`src/hw/rtl/bdwd_pkg.sv`:
```
// bdwd_pkg: block size, dialect table and the fp32 decode of one 4-bit code
// used by block_dialect_weight_dequantizer; no dependencies
package bdwd_pkg;

  localparam int PAIRS_PER_BLOCK = 16;
  localparam int POS_W = $clog2(PAIRS_PER_BLOCK + 2);
  localparam int EXP_BIAS_LESS_SHIFT = 111;

  localparam logic [POS_W-1:0] POS_HDR_HIGH = POS_W'(0);
  localparam logic [POS_W-1:0] POS_HDR_LOW  = POS_W'(1);
  localparam logic [POS_W-1:0] POS_FIRST    = POS_W'(2);
  localparam logic [POS_W-1:0] POS_LAST     = POS_W'(PAIRS_PER_BLOCK + 1);

  typedef logic [POS_W-1:0] pos_t;

  function automatic logic [3:0] dialect_mag(input logic [3:0] dialect,
                                             input logic [2:0] index);
    logic [3:0] hi6;
    logic [3:0] hi7;
    begin
      unique case (dialect)
        4'd0:    begin hi6 = 4'd11; hi7 = 4'd15; end
        4'd1:    begin hi6 = 4'd9;  hi7 = 4'd15; end
        4'd2:    begin hi6 = 4'd11; hi7 = 4'd14; end
        4'd3:    begin hi6 = 4'd9;  hi7 = 4'd14; end
        4'd4:    begin hi6 = 4'd10; hi7 = 4'd13; end
        4'd5:    begin hi6 = 4'd8;  hi7 = 4'd13; end
        4'd6:    begin hi6 = 4'd10; hi7 = 4'd12; end
        4'd7:    begin hi6 = 4'd8;  hi7 = 4'd12; end
        4'd8:    begin hi6 = 4'd9;  hi7 = 4'd11; end
        4'd9:    begin hi6 = 4'd7;  hi7 = 4'd11; end
        4'd10:   begin hi6 = 4'd9;  hi7 = 4'd10; end
        4'd11:   begin hi6 = 4'd7;  hi7 = 4'd10; end
        4'd12:   begin hi6 = 4'd8;  hi7 = 4'd9;  end
        4'd13:   begin hi6 = 4'd7;  hi7 = 4'd9;  end
        4'd14:   begin hi6 = 4'd7;  hi7 = 4'd8;  end
        default: begin hi6 = 4'd6;  hi7 = 4'd8;  end
      endcase
      unique case (index)
        3'd0:    dialect_mag = 4'd0;
        3'd1:    dialect_mag = 4'd1;
        3'd2:    dialect_mag = 4'd2;
        3'd3:    dialect_mag = 4'd3;
        3'd4:    dialect_mag = 4'd4;
        3'd5:    dialect_mag = (dialect == 4'd15) ? 4'd5 : 4'd6;
        3'd6:    dialect_mag = hi6;
        default: dialect_mag = hi7;
      endcase
    end
  endfunction

  function automatic logic [31:0] decode_code(input logic [3:0] dialect,
                                              input logic [4:0] exponent,
                                              input logic [3:0] code);
    logic [3:0]  mag;
    logic [1:0]  top;
    logic [7:0]  biased;
    logic [26:0] shifted;
    begin
      mag = dialect_mag(dialect, code[2:0]);
      priority if (mag[3]) top = 2'd3;
      else if (mag[2])     top = 2'd2;
      else if (mag[1])     top = 2'd1;
      else                 top = 2'd0;
      biased  = 8'(EXP_BIAS_LESS_SHIFT) + {6'd0, top} + {3'd0, exponent};
      shifted = {mag, 23'd0} >> top;
      if (mag == 4'd0) begin
        decode_code = {code[3], 31'd0};
      end else begin
        decode_code = {code[3], biased, shifted[22:0]};
      end
    end
  endfunction

endpackage

```
`src/hw/rtl/block_dialect_weight_dequantizer.sv`:
```
// block_dialect_weight_dequantizer: top level, byte stream to fp32 weight pairs
// depends on bdwd_pkg for the dialect table and the code decode
//
// usage
// - input channel: byte_in with in_valid/in_ready, one byte per transaction;
//   each block is a two-byte big-endian header then 16 code bytes
// - output channel: value_first, value_second, pair_index, block_done with
//   out_valid/out_ready, one transaction per code byte, none for header bytes
// - a code byte is decoded in the cycle it is taken and the result appears
//   in the output register in the next cycle
// - throughput, no stall: one byte per cycle; single output register refilled
//   in the same cycle it is emptied, so in_ready = !out_valid || out_ready
// - receiver stall: while out_valid is high and out_ready low, in_ready is
//   low and the held result does not change
// - reset: the output register empties and the next byte is taken as the
//   high byte of a block header; dialect and exponent clear to zero
// - header bits 6..0 of the low byte are ignored; after the last code byte
//   the next byte starts a new block
module block_dialect_weight_dequantizer
  import bdwd_pkg::*;
(
  input  logic        clk,
  input  logic        rst,
  input  logic [7:0]  byte_in,
  input  logic        in_valid,
  output logic        in_ready,
  output logic [31:0] value_first,
  output logic [31:0] value_second,
  output logic [3:0]  pair_index,
  output logic        block_done,
  output logic        out_valid,
  input  logic        out_ready
);

  pos_t       byte_position;
  pos_t       byte_position_next;
  logic [7:0] header_high;
  logic [3:0] dialect_reg;
  logic [4:0] exponent_reg;
  logic       in_take;
  logic       is_code;
  logic       is_last;
  logic [3:0] pair_low;

  assign in_ready  = !out_valid || out_ready;
  assign in_take   = in_valid && in_ready;
  assign is_code   = (byte_position != POS_HDR_HIGH) && (byte_position != POS_HDR_LOW);
  assign is_last   = (byte_position == POS_LAST);
  assign pair_low  = 4'(byte_position - POS_FIRST);

  always_comb begin
    if (is_last) begin
      byte_position_next = POS_HDR_HIGH;
    end else begin
      byte_position_next = byte_position + POS_W'(1);
    end
  end

  always_ff @(posedge clk) begin
    if (rst) begin
      byte_position <= POS_HDR_HIGH;
      header_high   <= 8'd0;
      dialect_reg   <= 4'd0;
      exponent_reg  <= 5'd0;
      out_valid     <= 1'b0;
    end else begin
      if (in_take && is_code) begin
        out_valid <= 1'b1;
      end else if (out_ready) begin
        out_valid <= 1'b0;
      end
      if (in_take) begin
        byte_position <= byte_position_next;
        if (byte_position == POS_HDR_HIGH) begin
          header_high <= byte_in;
        end
        if (byte_position == POS_HDR_LOW) begin
          dialect_reg  <= header_high[7:4];
          exponent_reg <= {header_high[3:0], byte_in[7]};
        end
      end
    end
  end

  // result payload
  always_ff @(posedge clk) begin
    if (in_take && is_code) begin
      value_first  <= decode_code(dialect_reg, exponent_reg, byte_in[7:4]);
      value_second <= decode_code(dialect_reg, exponent_reg, byte_in[3:0]);
      pair_index   <= pair_low;
      block_done   <= is_last;
    end
  end

  a_pos_range: assert property (@(posedge clk) disable iff (rst)
    byte_position <= POS_LAST)
    else $error("byte position beyond end of block");

  a_header_no_result: assert property (@(posedge clk) disable iff (rst)
    in_take && !is_code && out_ready |=> !out_valid)
    else $error("header byte produced a result");

  a_done_on_last_pair: assert property (@(posedge clk) disable iff (rst)
    in_take && is_last |=> out_valid && block_done)
    else $error("last code byte did not mark block_done");

  a_header_restart: assert property (@(posedge clk) disable iff (rst)
    in_take && is_last |=> byte_position == POS_HDR_HIGH)
    else $error("block did not wrap to header");

endmodule
```
`config.mk`:
```
export PLATFORM = sky130hd
export DESIGN_NAME = block_dialect_weight_dequantizer
export DESIGN_NICKNAME = d
export VERILOG_FILES = /design/src/hw/rtl/bdwd_pkg.sv /design/src/hw/rtl/block_dialect_weight_dequantizer.sv
export SDC_FILE = /design/constraint.sdc
export NUM_CORES = 1
export LEC_CHECK = 0
export ABC_AREA = 1
export BUFFER_PORTS_ARGS = -buffer_cell sky130_fd_sc_hd__buf_2
export CAP_MARGIN = 5
export CORE_MARGIN = 8
export CORE_UTILIZATION = 49
export DETAILED_ROUTE_END_ITERATION = 8
export PLACE_DENSITY = 0.77
export SLEW_MARGIN = 0
export SYNTH_ARGS = -nofsm -noshare
export SYNTH_HDL_FRONTEND = slang
export SYNTH_SLANG_ARGS = --single-unit
```
`constraint.sdc`:
```
create_clock -name clk -period 2.8 [get_ports clk]
set_input_delay 0.7 -clock clk [delete_from_list [all_inputs] [get_ports clk]]
set_output_delay 0.7 -clock clk [all_outputs]
set_load 0.02 [all_outputs]
```
==> impl_metrics.tcl <==
set metrics [dict create \
    status "finished, final reports clean" \
    start_util_pct 50.3 \
    hold_class "reg2reg" \
    clock_path_buffers 2 \
    gp_congestion 0.856 \
    period_minus_slack_ns 2.52 \
    cts_inserted_buffers 9 \
    synth_edf_count 29 \
    start_kind "primary input" \
    grt_max_degree 30 \
    synth_seq_cells 59 \
    crit_path_end_kind "register" \
    rrSetupSlack_ns 0.38 \
    path_clk_slew_ns 0.07 \
    ctsHoldBuffers 0 \
    syn_area_per_cell_um2 8.78 \
    grt_pass1_wl_um 10200 \
    netlist_area_um2 3400 \
    reg2reg_depth 14 \
    min_from "header_high[7]" \
    num_vias 2462 \
    ctsResizeCount 0 \
    diodes 0 \
    r2r-start "dialect_reg[3]" \
    fin_cells 531 \
    fin_crit_sh_pct 90.2 \
    powerDensity_nw_per_um2 595 \
    io_pins 83 \
    drive_gt1_share_pct 25.1 \
    synthDominantCellAreaShare_pct 25.6 \
    setup_viol 0 \
    drc 0 \
    min_path_cells 2 \
    irDropWorstVdd_uv 308 \
    cts_max_level 3 \
    synthArstFlopShare_pct 0 \
    die-height_um 99.3 \
    cts_setup_buffers 0 \
    dieArea_um2 9850 \
    clock-sinks 59 \
    ys_seq_area_share_pct 43.3 \
    synth_area_leaders "edfxtp_1 26%, dfxtp_1 18%, buf_4 8.8%" \
    hold_end "header_high[7]" \
    ant_nets 0 \
    required_ns 2.91 \
    place_hpwl_um 4900 \
    die_x_um 99.3 \
    ys_types 38 \
    viasPerCell 4.64 \
    yosysWarnings 0 \
    hold_violations 0 \
    ctsRootBufferMaster "clkbuf_8" \
    r2r-end "value_second[30]" \
    port_buffers 42 \
    rsz0062_at_grt "false" \
    n_fill_cell 612 \
    synth_ff_type "dfxtp_1" \
    drt_iter0_markers 126 \
    critical_path_class "in2reg" \
    drt_first_pass_iters 4 \
    first_global_vias 2353 \
    grt_use_total_pct 12.8 \
    report.final.slew_viol_count 0 \
    layout.nets 477 \
    grt_overflow 0 \
    cts_tree "built" \
    dp_cells 515 \
    fp-row-count 30 \
    routedWlPerCell_um 11.7 \
    clock_latency_ns 0.34 \
    finalCoreUtilization_pct 56.1 \
    synth_largest_area_cell "edfxtp_1" \
    fin_worst_skew_ns 0.0106 \
    crit_fanout 8 \
    drv_cap 0 \
    wl_um 6230 \
    p_leak_nw 1.91 \
    antenna_found_initial 0 \
    synthCells 387 \
    cp.arrival_ns 2.63 \
    area_growth_pct 11.6 \
    core_area_um2 6760 \
    max_freq_mhz 396 \
]
==> cell usage after synthesis, drive strengths merged (3+ instances only) <==
master / n
a21oi: 22
a31oi: 4
buf: 44
clkbuf: 3
dfxtp: 30
edfxtp: 29
ha: 17
inv: 70
nand2: 78
nand3: 17
nand4: 7
nor2: 26
o21ai: 24
xor2: 6
==> stage by stage <==
stage               hold WS [ns]  power (W)  setup TNS [ns]  setup slack (ns)  area [um^2]
detailed placement         0.451    0.00154          -0.192           -0.0829         3610
global placement           0.443    0.00152               0          0.000361         3610
floorplan                  0.430    0.00145               0            0.0828         3540
global route               0.501    0.00238               0            0.0791         3790
CTS                        0.463    0.00227               0             0.291         3790
finish                     0.461    0.00226               0             0.276         3790
==> power breakdown <==
part | internal [W] | switching [W] | total (W) | leakage [nW]
Combinational | 0.000172 | 0.000335 | 0.000507 | 1.30
Clock | 0.000403 | 0.000336 | 0.000739 | 0.0951
Sequential | 0.000988 | 0.0000224 | 0.00101 | 0.510
==> layer usage <==
layer	routed length, um	GRT usage (%)
met1	2680	13.9
met2	3140	22.1
met3	316	3.14
met4	93	7.57
met5	0	0
==> worst max-delay path: stages <==
cell	delay, ns
buf_2	0.17
nand2_1	0.08
o21ai_2	0.18
nand2_1	0.12
nand2_1	0.09
nand2_1	0.06
inv_1	0.06
ha_1	0.13
inv_1	0.04
ha_1	0.21
fa_1	0.42
a31oi_1	0.23
inv_1	0.06
nand2_1	0.06
inv_1	0.03
==> final cells by class <==
| cell class | instances | area [um^2] | area share, % |
|---|---|---|---|
| inverter | 71 | 267 | 7.03 |
| tap | 80 | 100 | 2.64 |
| sequential | 59 | 1470 | 38.8 |
| clock buffer | 10 | 128 | 3.37 |
| timing repair buffer | 56 | 315 | 8.31 |
| clock inverter | 6 | 56.3 | 1.48 |
| multi-input combinational | 249 | 1460 | 38.4 |
==> how the worst max path moves through the flow <==
| stage | slack [ns] | cells past startpoint | end | start |
|---|---|---|---|---|
| after floorplan | 0.08 | 15 | value_second[30] | byte_in[1] |
| after global placement | 0.0004 | 15 | value_second[30] | byte_in[1] |
| after detailed placement | -0.08 | 15 | value_second[30] | byte_in[1] |
| after CTS | 0.29 | 15 | value_second[30] | byte_in[1] |
| after global routing | 0.08 | 15 | value_first[30] | byte_in[4] |
| final | 0.28 | 15 | value_second[30] | byte_in[1] |
==> cells by family after synthesis <==
family          count (synthesis)  synth area share [%]
compound gates                 54                  10.3
flops                          59                  43.3
fa+ha+maj                      19                  7.44
simple gates                  130                  19.2
buf+inv                       118                  18.2
other cells                     1                 0.110
xor+xnor                        6                  1.55
==> placed cells by master, fill, tap and decap left out, types with 2 or more instances in the layout <==
cell type,instances
ha_1,17
nor2_1,20
a21boi_2,2
nand2_2,5
buf_4,14
o21ai_0,15
fa_1,2
conb_1,40
a31oi_1,4
o21ai_2,4
nand2_1,72
inv_2,12
nand3_4,3
inv_1,58
clkbuf_8,9
nor2_2,3
nand3_1,12
nand4_2,2
clkinv_2,2
edfxtp_1,29
clkinv_1,3
dfxtp_1,30
xor2_1,6
a21oi_4,2
o21ai_1,5
nor2_4,2
a21oi_1,16
buf_2,42
nand4_1,5
nand3_2,2
a21oi_2,4
(Power assumes the default switching activity.)
